--- config.mk ---
export PLATFORM = sky130hd
export DESIGN_NAME = tlv_chk_core_flat
export DESIGN_NICKNAME = d
export VERILOG_FILES = /design/src/design/tlv_chk_pkg.sv /design/src/design/tlv_chk_if.sv /design/src/design/tlv_chk_core.sv /design/src/flat_wrapper.sv
export SDC_FILE = /design/constraint.sdc
export NUM_CORES = 1
export LEC_CHECK = 0
export BUFFER_PORTS_ARGS = -buffer_cell sky130_fd_sc_hd__buf_2
export CORE_MARGIN = 2
export CORE_UTILIZATION = 61
export CTS_CLUSTER_SIZE = 30
export DETAILED_ROUTE_END_ITERATION = 7
export GPL_TIMING_DRIVEN = 0
export PLACE_DENSITY_LB_ADDON = 0.05
export SYNTH_ARGS = -nofsm -noshare
export SYNTH_HDL_FRONTEND = slang
export SYNTH_SLANG_ARGS = --single-unit
export TNS_END_PERCENT = 30
--- constraint.sdc ---
create_clock -name clk -period 4.4 [get_ports clk]
set_clock_uncertainty 0.15 [all_clocks]
set_input_delay 0.44 -clock clk [delete_from_list [all_inputs] [get_ports clk]]
set_output_delay 0.44 -clock clk [all_outputs]
set_load 0.1 [all_outputs]
--- src/design/tlv_chk_pkg.sv ---
// shared types and constants for the tlv frame checksum checker
`timescale 1ns / 1ps
package tlv_chk_pkg;

  localparam int unsigned CountW      = 17;
  localparam int unsigned TotalW      = CountW + 1;
  localparam logic [CountW-1:0] CountMax = {CountW{1'b1}};
  localparam int unsigned OverheadBytes = 6;  // header four plus footer two

  typedef enum logic [1:0] {
    STATUS_OK        = 2'd0,
    STATUS_SHORT     = 2'd1,
    STATUS_LEN_ERR   = 2'd2,
    STATUS_CSUM_ERR  = 2'd3
  } frame_status_t;

  // one byte word as it moves from the input register to the checker core
  typedef struct packed {
    logic [7:0] frame_byte;
    logic       frame_end;
  } byte_word_t;

endpackage

--- src/design/tlv_chk_if.sv ---


interface tlv_chk_result_if;
  logic        valid;
  logic        ready;
  logic [15:0] frame_tag;
  logic [15:0] payload_length;
  logic [1:0]  frame_status;

  modport source (output valid, output frame_tag, output payload_length,
                  output frame_status, input ready);
  modport sink (input valid, input frame_tag, input payload_length,
                input frame_status, output ready);
endinterface

--- src/design/tlv_chk_core.sv ---
// frame state, checksum accumulation and result register
`timescale 1ns / 1ps
module tlv_chk_core
  import tlv_chk_pkg::*;
(
  input  logic            clk,
  input  logic            rst_n,
  input  logic            word_valid,
  input  byte_word_t      word,
  output logic            word_ready,
  tlv_chk_result_if.source out_bus
);

  logic [CountW-1:0] count_r, count_nxt;
  logic [15:0]       sum_r, sum_nxt;
  logic [15:0]       tag_r, tag_nxt;
  logic [15:0]       len_r, len_nxt;
  logic [15:0]       trail_r, trail_nxt;

  logic              out_valid_r;
  logic [15:0]       out_tag_r, out_tag_nxt;
  logic [15:0]       out_len_r, out_len_nxt;
  frame_status_t     out_status_r, out_status_nxt;

  logic              room;
  logic              take;
  logic [TotalW-1:0] total;
  logic [15:0]       footer;

  // a closing word needs room in the result register, other words do not
  assign room       = !out_valid_r || out_bus.ready;
  assign word_ready = !word.frame_end || room;
  assign take       = word_valid && word_ready;

  // next frame state and result for the word at hand
  always_comb begin
    tag_nxt   = tag_r;
    len_nxt   = len_r;
    case (count_r)
      CountW'(0): tag_nxt = {tag_r[15:8], word.frame_byte};
      CountW'(1): tag_nxt = {word.frame_byte, tag_r[7:0]};
      CountW'(2): len_nxt = {len_r[15:8], word.frame_byte};
      CountW'(3): len_nxt = {word.frame_byte, len_r[7:0]};
      default: ;
    endcase

    // byte two places back leaves the window and joins the sum
    sum_nxt   = (count_r >= CountW'(2)) ? sum_r + {8'd0, trail_r[15:8]} : sum_r;
    trail_nxt = {trail_r[7:0], word.frame_byte};
    count_nxt = (count_r == CountMax) ? count_r : count_r + CountW'(1);

    total  = {1'b0, count_r} + TotalW'(1);
    footer = {word.frame_byte, trail_r[7:0]};

    out_tag_nxt = tag_nxt;
    out_len_nxt = len_nxt;
    if (total < TotalW'(OverheadBytes)) begin
      out_tag_nxt    = 16'd0;
      out_len_nxt    = 16'd0;
      out_status_nxt = STATUS_SHORT;
    end else if ({{(TotalW-16){1'b0}}, len_nxt} != total - TotalW'(OverheadBytes)) begin
      out_status_nxt = STATUS_LEN_ERR;
    end else if (footer != sum_nxt) begin
      out_status_nxt = STATUS_CSUM_ERR;
    end else begin
      out_status_nxt = STATUS_OK;
    end

    // frame end clears the count, sum and byte window of the frame
    if (word.frame_end) begin
      count_nxt = '0;
      sum_nxt   = '0;
      trail_nxt = '0;
    end
  end

  // frame state registers
  always_ff @(posedge clk) begin
    if (!rst_n) begin
      count_r <= '0;
      sum_r   <= '0;
      tag_r   <= '0;
      len_r   <= '0;
      trail_r <= '0;
    end else if (take) begin
      count_r <= count_nxt;
      sum_r   <= sum_nxt;
      tag_r   <= tag_nxt;
      len_r   <= len_nxt;
      trail_r <= trail_nxt;
    end
  end

  // result valid flag
  always_ff @(posedge clk) begin
    if (!rst_n) begin
      out_valid_r <= 1'b0;
    end else if (take && word.frame_end) begin
      out_valid_r <= 1'b1;
    end else if (out_bus.ready) begin
      out_valid_r <= 1'b0;
    end
  end

  // result payload
  always_ff @(posedge clk) begin
    if (take && word.frame_end) begin
      out_tag_r    <= out_tag_nxt;
      out_len_r    <= out_len_nxt;
      out_status_r <= out_status_nxt;
    end
  end

  assign out_bus.valid          = out_valid_r;
  assign out_bus.frame_tag      = out_tag_r;
  assign out_bus.payload_length = out_len_r;
  assign out_bus.frame_status   = out_status_r;

endmodule
--- src/flat_wrapper.sv ---
// flat-port wrapper written by rule: the top's interface ports become plain ports
module tlv_chk_core_flat import tlv_chk_pkg::*;
  (clk, rst_n, word_valid, word, word_ready, out_bus_valid, out_bus_frame_tag, out_bus_payload_length, out_bus_frame_status, out_bus_ready);
  tlv_chk_result_if out_bus_i ();
  input  logic clk;
  input  logic rst_n;
  input  logic word_valid;
  input  byte_word_t word;
  output logic word_ready;
  output wire logic [$bits(out_bus_i.valid)-1:0] out_bus_valid;
  output wire logic [$bits(out_bus_i.frame_tag)-1:0] out_bus_frame_tag;
  output wire logic [$bits(out_bus_i.payload_length)-1:0] out_bus_payload_length;
  output wire logic [$bits(out_bus_i.frame_status)-1:0] out_bus_frame_status;
  input wire logic [$bits(out_bus_i.ready)-1:0] out_bus_ready;
  assign out_bus_valid = out_bus_i.valid;
  assign out_bus_frame_tag = out_bus_i.frame_tag;
  assign out_bus_payload_length = out_bus_i.payload_length;
  assign out_bus_frame_status = out_bus_i.frame_status;
  assign out_bus_i.ready = out_bus_ready;
  tlv_chk_core u_core (.clk(clk), .rst_n(rst_n), .word_valid(word_valid), .word(word), .word_ready(word_ready), .out_bus(out_bus_i));
endmodule
==> flow_metrics.py, run 1 <==
metrics = {
    "cells_and_area": {
        "nNetsFinal": 876,
        "drive_gt1_share_pct": 13.4,
        "diodes": 0,
        "fillerInstances": 888,
        "syn_to_final_growth_pct": 15.3,
        "stdcell_area_mm2": 0.00807,
    },
    "power_and_ir_drop": {
        "p_leak_nw": 2.91,
        "totalPowerFinal_mw": 2.92,
        "power-per-cell-area_mw_per_mm2": 362,
        "peakVddDrop_mv": 0.409,
    },
    "drt": {
        "vias_per_cell": 6.33,
        "ant_nets": 0,
        "wl_per_cell_um": 19.2,
        "drc_errors": 0,
        "drtIter0Drc": 697,
        "vias": 6357,
        "finalWirelength_um": 19300,
        "first_pass_iters": 6,
    },
    "floorplan": {
        "initial_core_util_pct": 61.8,
        "die-area_mm2": 0.0123,
        "die_x_um": 111,
        "fp-row-count": 39,
        "io_pins": 49,
        "die_h_um": 111,
        "core_area_mm2": 0.0113,
    },
    "timing": {
        "fmax_ghz": 0.237,
        "slew_violations": 0,
        "finalHoldWorstSlack_ns": 0.236,
        "period_minus_slack_ns": 4.21,
        "max-slew-margin-rel_pct": 26.5,
        "hold_violations": 0,
        "rsz0062_at_grt": "no",
        "min_period_over_period_pct": 95.8,
        "worstMarginPinSlew_ns": 1.09,
        "finalSetupViolations": 0,
    },
    "synthesis": {
        "synthAdderAreaFrac_pct": 2.79,
        "synthXorXnorAreaFrac_pct": 7.51,
        "yosys_register_bits": 116,
        "muxShareOfSynthArea_pct": 0.769,
        "synth_edf_count": 34,
        "seq_area_frac_synth_pct": 38.1,
        "async_flop_share_pct": 0,
        "syn_avg_cell_area_um2": 8.91,
        "synthSimpleGateAreaFrac_pct": 23.3,
        "syn_inst": 785,
        "synth_compound_area_share_pct": 22.2,
        "syn_area_mm2": 0.00700,
        "ys_types": 77,
        "synth_top_family_by_area": "simple AND/OR/NAND/NOR gates",
        "ys.flop_type": "dfxtp_1",
        "syn-num-nets": 813,
        "ys_warn_count": 0,
    },
    "hold_path": {
        "holdPathStages": 3,
        "hp-class": "in -> reg",
    },
    "global_routing": {
        "grt_pass1_wl_um": 31100,
        "grt_overflow": 0,
        "grt_pass1_vias": 5955,
        "grt_start_max_net_pins": 36,
        "grt_util_all_layers_pct": 31.6,
        "antenna_found_initial": 0,
    },
    "placement": {
        "hpwl_um": 13700,
        "place_congestion": 0.912,
        "placed_area_mm2": 0.00738,
        "portBuffers": 41,
    },
    "setup_path": {
        "worstSetupStartpointType": "flop",
        "slowest_delay_ns": 0.72,
        "crit_type": "reg -> reg",
        "crit_slowest_cell": "or4b_2",
        "cp-end-kind": "flop",
        "arrival_ns": 4.24,
        "crit_required_ns": 4.42,
        "rrSetupSlack_ns": 0.19,
        "cp_cell_sequence": "ha_1, or4b_2, nor4_4, nand2_1, a22oi_1, o21ai_0, nand2_1, a2bb2oi_1, or4_4, o21ba_1",
        "cp_max_fo": 8,
        "reg2reg_depth": 10,
        "cp_common_cell": "nand2_1",
    },
    "clock_tree": {
        "numCtsBuffers": 17,
        "cts_buffer_depth": 2,
        "path_clk_slew_ns": 0.05,
        "cts.htree.levels": 4,
        "cts_sinks": 116,
        "cts_tree": "done",
        "root_buffer": "clkbuf_16",
        "insertion_delay_ns": 0.42,
        "cts_hold_buf": 0,
    },
    "job": {
        "drv_cap": 0,
    },
    "status": {
        "status": "completed",
    },
}
## synth_stat cells (8+ instances only)
cell	n	area share, %
a211oi_1	8	0.86
clkbuf_1	48	2.6
ha_1	14	2.5
a21oi_1	23	1.6
a22oi_1	74	7.9
nor3_1	19	1.4
xnor2_1	38	4.8
dfxtp_1	82	23
and2_1	9	0.80
a21boi_0	27	2.9
nor2_1	55	3.0
nand2_1	55	3.0
o21ai_0	24	1.7
and3_1	10	0.89
nand3b_1	14	1.5
nand3_1	14	1.0
nor2b_1	53	4.7
xor2_1	22	2.8
nand4_1	12	1.1
edfxtp_1	34	15
inv_1	16	0.86
## sequential cells by signal, summed over array words and instances, names as in the netlist
register                       count
u_core.len_r                      16
u_core.tag_r                      16
u_core.count_r                    17
u_core.out_bus.frame_status        2
u_core.out_bus.frame_tag          16
u_core.out_bus.payload_length     16
u_core.trail_r                    16
u_core.sum_r                      16
u_core.out_bus.valid               1
## power by group
group	switching, mW	internal, mW	leakage, nW
clock	0.495	0.991	0.301
sequential	0.0149	1.12	0.987
combinational	0.216	0.0796	1.62
total	0.726	2.20	2.91
## critical path, delay by kind of cell (launching register included)
kind            cells  cell delay [ns]
simple gates        5             1.98
compound gates      4             1.04
flops               1             0.49
fa+ha+maj           1             0.29
## through the flow
step	setup TNS, ns	worst slack (ns)	util (%)	std cells
finish	0	0.187	71.3	1004
global route	0	0.0206	71.3	1004
CTS	0	0.000711	70.9	1001
detailed placement	-14.15	-0.541	65.2	969
global placement	-10.48	-0.415	65.2	969
floorplan	0	0.606	-	785
## cells in the final DEF (no fill, tap or decap), drive strengths merged, types with 23 or more instances in the layout
| cell type | instances |
|---|---|
| a21oi | 23 |
| dfxtp | 82 |
| clkbuf | 69 |
| edfxtp | 34 |
| a21boi | 27 |
| nor2 | 55 |
| o21ai | 26 |
| xnor2 | 38 |
| buf | 58 |
| nor2b | 53 |
| a22oi | 74 |
| nand2 | 56 |
## metal layers
metal | vias up | global-route usage [%] | routed length (um)
met5 | - | 0 | 0
met4 | 0 | 12.8 | 451
met3 | 39 | 6.45 | 1520
met2 | 299 | 48.2 | 8930
met1 | 3020 | 44.0 | 8410
li1 | 2999 | - | -
## area by class of cell
type | instances | area (um2) | share of cell area (%)
clock buffer | 19 | 433 | 5.37
multi-input combinational | 589 | 4000 | 49.6
buffer | 64 | 315 | 3.91
timing repair buffer | 44 | 228 | 2.82
inverter | 16 | 60.1 | 0.744
sequential | 116 | 2660 | 33.0
clock inverter | 13 | 188 | 2.33
tap | 143 | 179 | 2.22
## kinds of logic (layout without fill, tap and decap cells)
family,after synthesis,count (layout)
compound gates,216,216
simple gates,293,293
fa+ha+maj,15,15
buf+inv,80,156
xor+xnor,60,60
flops,116,116
mux,5,5
## path summary, 6_finish.rpt
check,startpoint,to
setup / recovery,u_core.count_r[0],u_core.out_bus.frame_status[1]
hold / removal,word_valid,u_core.trail_r[15]
setup reg to reg,u_core.count_r[0],u_core.out_bus.frame_status[1]
hold reg to reg,u_core.trail_r[8],u_core.trail_r[8]
## timing repair
action,CTS,global route
gates resized for setup,4,8
endpoints found under the setup margin,34,30
pin swaps,0,2
buffers inserted,0,3
Note: power is estimated with default switching activity, not from simulation.
==> inputs of run 2 (changes only) <==
--- a/config.mk
+++ b/config.mk
@@ -7,7 +7,7 @@
 export LEC_CHECK = 0
 export BUFFER_PORTS_ARGS = -buffer_cell sky130_fd_sc_hd__buf_2
 export CORE_MARGIN = 2
-export CORE_UTILIZATION = 61
+export CORE_UTILIZATION = 55
 export CTS_CLUSTER_SIZE = 30
 export DETAILED_ROUTE_END_ITERATION = 7
 export GPL_TIMING_DRIVEN = 0
==> constraint.sdc (replaced) <==
create_clock -name clk -period 3.7 [get_ports clk]
set_clock_uncertainty 0.15 [all_clocks]
set_input_delay 0.37 -clock clk [delete_from_list [all_inputs] [get_ports clk]]
set_output_delay 0.37 -clock clk [all_outputs]
set_load 0.1 [all_outputs]
==> run 2 against run 1 <==
Net effect: clock-buffer cell count rose by 2; non-clock buffer count rose by 18; wire length rose by 2.3%; worst setup slack got worse by 0.19 ns; critical path depth rose by 1; utilization fell by 4.4 points; via count rose by 1.2%; first-iteration DRC count fell by 4.6%; the run now ends with negative setup slack left; clock power rose by 11%; sequential share of layout area fell by 1.0 points; hold slack got worse by 0.064 ns; final area rose by 3.8%; largest power group unchanged.
==> flow_metrics.py, run 2 (synthesis gave the netlist of run 1 again) <==
metrics = {
    "status": {
        "status": "finished with violations",
        "violations": "negative setup slack",
    },
    "power_and_ir_drop": {
        "p_sw_share_pct": 25.3,
        "power-per-cell-area_mw_per_mm2": 403,
        "switchingPower_mw": 0.853,
        "peakVddDrop_mv": 0.298,
        "combPwrFrac_pct": 10.8,
        "clkPwrFrac_pct": 49.1,
        "p_int_mw": 2.52,
        "seqPwrFrac_pct": 40.1,
        "p_leak_nw": 3.06,
        "totalPowerFinal_mw": 3.37,
    },
    "timing": {
        "rsz0062_at_grt": "yes",
        "fin_ws_ns": -0.00597,
        "fmax_ghz": 0.270,
        "hold_violations": 0,
        "finalSetupViolations": 1,
        "period_minus_slack_ns": 3.71,
        "worstMarginPinSlew_ns": 1.01,
        "fin_tns_setup_ns": -0.00597,
        "max-slew-margin-rel_pct": 32.2,
        "min_period_over_period_pct": 100,
        "slew_violations": 0,
    },
    "floorplan": {
        "core_area_mm2": 0.0125,
        "fp-row-count": 41,
        "die-area_mm2": 0.0136,
        "die_x_um": 117,
        "die_h_um": 117,
        "initial_core_util_pct": 55.9,
        "io_pins": 49,
    },
    "placement": {
        "place_congestion": 0.948,
        "hpwl_um": 13800,
        "portBuffers": 41,
    },
    "drt": {
        "wl_per_cell_um": 18.8,
        "vias": 6432,
        "drtIter0Drc": 665,
        "finalWirelength_um": 19800,
        "first_pass_iters": 5,
        "vias_per_cell": 6.12,
        "ant_nets": 0,
        "drc_errors": 0,
    },
    "cells_and_area": {
        "nNetsFinal": 894,
        "drive_gt1_share_pct": 19.7,
        "diodes": 0,
        "largest_reg_flops": 17,
        "fin_util_pct": 66.9,
        "mostFrequentLayoutCells": "74 x dfxtp_1, 68 x a22oi_1, 55 x nor2_1",
        "syn_to_final_growth_pct": 19.7,
        "top_register": "u_core.count_r",
        "mostFrequentLayoutCell": "dfxtp_1",
    },
    "clock_tree": {
        "root_buffer": "clkbuf_16",
        "numCtsBuffers": 17,
        "insertion_delay_ns": 0.42,
        "cts_buffer_depth": 2,
        "cts_tree": "done",
        "cts.htree.levels": 4,
        "cts_hold_buf": 0,
        "path_clk_slew_ns": 0.05,
        "cts_sinks": 116,
    },
    "global_routing": {
        "grt_util_all_layers_pct": 29.6,
        "grt_overflow": 0,
        "grt_pass1_vias": 6044,
        "grt_start_max_net_pins": 36,
        "antenna_found_initial": 0,
        "grt_pass1_wl_um": 30900,
    },
    "setup_path": {
        "rrSetupSlack_ns": -0.006,
        "crit_required_ns": 3.73,
        "cp-end-kind": "flop",
        "cp_max_fo": 5,
        "worstSetupStartpointType": "flop",
        "arrival_ns": 3.73,
        "crit_type": "reg -> reg",
    },
    "hold_path": {
        "hp-class": "in -> reg",
    },
    "job": {
        "drv_cap": 0,
    },
}
-- run 2: cell count changes in the layout (fill, tap and decap cells not counted), moves of 4 or more --
cell,delta
a22oi_2,+4
dfxtp_1,-7
dfxtp_2,+4
a22oi_1,-4
clkbuf_1,-5
buf_4,+25
-- run 2: repair_timing --
item | CTS | global route
setup buffers | 14 | 16
pin swaps | 10 | 16
setup endpoints to repair | 34 | 34
gates resized for setup | 26 | 29
-- run 2: final timing paths --
path	cells past startpoint	from	end
max reg2reg	11	u_core.count_r[13]	u_core.out_bus.frame_status[1]
max	11	u_core.count_r[13]	u_core.out_bus.frame_status[1]
min reg2reg	2	u_core.trail_r[14]	u_core.trail_r[14]
min	3	word_valid	u_core.trail_r[15]
-- run 2: final cells by class --
type | count | area, um2
plain buffers | 55 | 240
multi-input cells | 589 | 4140
inverters | 16 | 60.1
repair buffers | 71 | 438
clock inverters | 11 | 134
fillers | 1054 | 4150
flip-flops and latches | 116 | 2680
well taps | 172 | 215
clock buffers | 21 | 460
-- run 2: metrics by stage --
step / instance area, um2 / instances / setup WS (ns) / hold WS [ns]
after floorplan: 7010 / 785 / -0.0230 / 0.295
after global placement: 7430 / 998 / -1.07 / 0.309
after detailed placement: 7430 / 998 / -1.09 / 0.316
after CTS: 8210 / 1041 / 0.00544 / 0.147
after global routing: 8370 / 1051 / -0.140 / 0.191
final: 8370 / 1051 / -0.00597 / 0.171
-- run 2: layer usage --
metal	vias up	part of all wire (%)	global-route usage [%]
li1	3040	-	-
met1	3085	45	40.4
met2	253	46	45.5
met4	0	3.1	13.4
met5	-	0	0
met3	54	6.4	5.72
-- run 2: power groups by stage --
stage / Clock [mW] / Combinational, mW / Sequential, mW
after floorplan: 0 / 0.169 / 1.47
after global routing: 1.73 / 0.390 / 1.35
after global placement: 0 / 0.339 / 1.38
after detailed placement: 0 / 0.342 / 1.38
final: 1.66 / 0.364 / 1.35
after CTS: 1.67 / 0.353 / 1.35
-- run 2: worst max-delay path, stage by stage, from the launching register on --
cell and delay, ns:
dfxtp_4 0.35, or4_4 0.59, nor4_4 0.34, nand2_2 0.16, buf_6 0.15, buf_4 0.13, a22oi_1 0.33, xnor2_1 0.17
nand4_1 0.14, a211o_1 0.24, or4_4 0.49, o21ba_4 0.20
==> inputs of run 3 (changes only) <==
--- a/config.mk
+++ b/config.mk
@@ -6,8 +6,10 @@
 export NUM_CORES = 1
 export LEC_CHECK = 0
 export BUFFER_PORTS_ARGS = -buffer_cell sky130_fd_sc_hd__buf_2
+export CELL_PAD_IN_SITES_DETAIL_PLACEMENT = 2
+export CELL_PAD_IN_SITES_GLOBAL_PLACEMENT = 2
 export CORE_MARGIN = 2
-export CORE_UTILIZATION = 55
+export CORE_UTILIZATION = 34
 export CTS_CLUSTER_SIZE = 30
 export DETAILED_ROUTE_END_ITERATION = 7
 export GPL_TIMING_DRIVEN = 0
==> run 3 against run 2 <==
Net effect: the flow still finishes with violations (negative setup slack); first-iteration DRC count decreased by 38%; via count grew 1.4%; clock power rose by 9.6%; global-route usage decreased by 5.5 points; maximum frequency shrank 2.8%; critical endpoint unchanged; final cell count is 8.8% higher; highest routed layer unchanged; wire length up 31%; critical path depth did not move; utilization down 25 points; final area up 2.4%; combinational power rose by 3%.
==> flow_metrics.py, run 3 (synthesis gave the netlist of run 1 again) <==
metrics = {
    "cells_and_area": {
        "diodes": 0,
        "top_register": "u_core.count_r",
        "stdcell_area_mm2": 0.00857,
        "fin_util_pct": 42.4,
        "drive_gt1_share_pct": 20.0,
        "nNetsFinal": 889,
        "fillerInstances": 2224,
        "syn_to_final_growth_pct": 22.5,
        "multi_input_area_mm2": 0.00421,
        "fin_cells": 1144,
        "mostFrequentLayoutCell": "dfxtp_1",
        "mostFrequentLayoutCells": "79 x dfxtp_1, 68 x a22oi_1, 55 x nor2_1",
        "largest_reg_flops": 17,
        "final-seq-area_mm2": 0.00267,
    },
    "floorplan": {
        "core_area_mm2": 0.0202,
        "die_h_um": 147,
        "die-area_mm2": 0.0217,
        "initial_core_util_pct": 34.6,
        "io_pins": 49,
        "fp-row-count": 52,
        "die_x_um": 147,
    },
    "clock_tree": {
        "numCtsBuffers": 17,
        "insertion_delay_ns": 0.43,
        "cts.htree.levels": 4,
        "cts_tree": "done",
        "path_clk_slew_ns": 0.06,
        "root_buffer": "clkbuf_16",
        "cts_sinks": 116,
        "cts_hold_buf": 0,
        "cts_buffer_depth": 2,
    },
    "hold_path": {
        "hp-class": "in -> reg",
    },
    "placement": {
        "portBuffers": 41,
        "dp_cells": 1097,
        "hpwl_um": 18700,
        "placed_area_mm2": 0.00756,
        "place_congestion": 0.819,
    },
    "status": {
        "status": "finished with violations",
        "violations": "negative setup slack",
    },
    "timing": {
        "period_minus_slack_ns": 3.81,
        "worstMarginPinSlew_ns": 0.851,
        "slew_violations": 0,
        "rsz0062_at_grt": "yes",
        "max-slew-margin-rel_pct": 43.2,
        "min_period_over_period_pct": 103,
        "finalHoldWorstSlack_ns": 0.148,
        "fin_ws_ns": -0.114,
        "fmax_ghz": 0.262,
        "hold_violations": 0,
        "finalSetupViolations": 1,
    },
    "setup_path": {
        "worstSetupStartpointType": "flop",
        "crit_required_ns": 3.73,
        "cp_max_fo": 8,
        "cp-end-kind": "flop",
        "arrival_ns": 3.84,
        "crit_type": "reg -> reg",
    },
    "drt": {
        "ant_nets": 0,
        "drc_errors": 0,
        "first_pass_iters": 4,
        "vias": 6522,
        "wl_per_cell_um": 22.7,
        "vias_per_cell": 5.70,
        "finalWirelength_um": 25900,
        "drtIter0Drc": 410,
    },
    "power_and_ir_drop": {
        "p_leak_nw": 3.08,
        "power-per-cell-area_mw_per_mm2": 414,
        "peakVddDrop_mv": 0.302,
    },
    "global_routing": {
        "grt_start_max_net_pins": 36,
        "antenna_found_initial": 0,
        "grt_pass1_wl_um": 40300,
        "grt_util_all_layers_pct": 24.1,
        "grt_overflow": 0,
        "grt_pass1_vias": 6840,
    },
    "job": {
        "drv_cap": 0,
    },
}
## run 3: changes by cell type in the layout (fill, tap and decap cells not counted), moves of 3 or more
cell,before,now
dfxtp_1,74,79
buf_4,31,21
dfxtp_2,5,2
clkbuf_1,43,40
clkinv_1,3,0
inv_6,0,4
clkinv_4,0,3
clkbuf_4,0,3
buf_6,4,7
## run 3: what timing repair did
item | in CTS | in global routing
setup endpoints to repair | 56 | 58
setup buffers | 13 | 5
gates resized for setup | 28 | 37
pin swaps | 8 | 9
## run 3: stage by stage
stage,total power [mW],TNS [ns],setup slack [ns]
final,3.55,-0.114,-0.114
after global routing,3.65,-0.391,-0.204
after CTS,3.57,-0.319,-0.220
after detailed placement,1.75,-35.30,-1.25
after global placement,1.74,-43.01,-1.39
after floorplan,1.64,-0.0230,-0.0230
## run 3: worst paths after layout
kind                            from                        endpoint  slack [ns]  cells after the start
setup / recovery  u_core.count_r[11]  u_core.out_bus.frame_status[1]       -0.11                     11
hold / removal         out_bus_ready            u_core.out_bus.valid        0.15                      3
setup reg to reg  u_core.count_r[11]  u_core.out_bus.frame_status[1]       -0.11                     11
hold reg to reg   u_core.trail_r[14]              u_core.trail_r[14]        0.32                      2
## run 3: final cells by class
| type | instances | share of cell area, % |
|---|---|---|
| Buffer | 61 | 3.69 |
| Clock buffer | 18 | 5.01 |
| Clock inverter | 14 | 2.35 |
| Inverter | 16 | 0.701 |
| Multi-Input combinational cell | 589 | 49.1 |
| Sequential cell | 116 | 31.1 |
| Tap cell | 270 | 3.94 |
| Timing Repair Buffer | 60 | 4.07 |
## run 3: worst max-delay path, stage by stage, from the launching register on
cell and delay [ns]:
dfxtp_2 0.31, buf_6 0.13, or4_4 0.53, buf_6 0.16, nor4_4 0.38, nand2_4 0.15
a22oi_2 0.24, xnor2_2 0.11, or4_1 0.51, a211o_1 0.24, or4_4 0.44, o21ba_1 0.21
## run 3: metal layers
metal	track usage, %	part of all wire [%]	vias to the layer above
li1	-	-	3031
met1	32.4	47	3349
met2	41.1	49	124
met3	2.90	2.7	18
met4	6.39	1.2	0
met5	0	0	-
## run 3: power by group
part / internal [mW] / switching [mW]
clock network: 1.14 / 0.682
registers: 1.34 / 0.0187
logic: 0.0987 / 0.276
total: 2.57 / 0.977
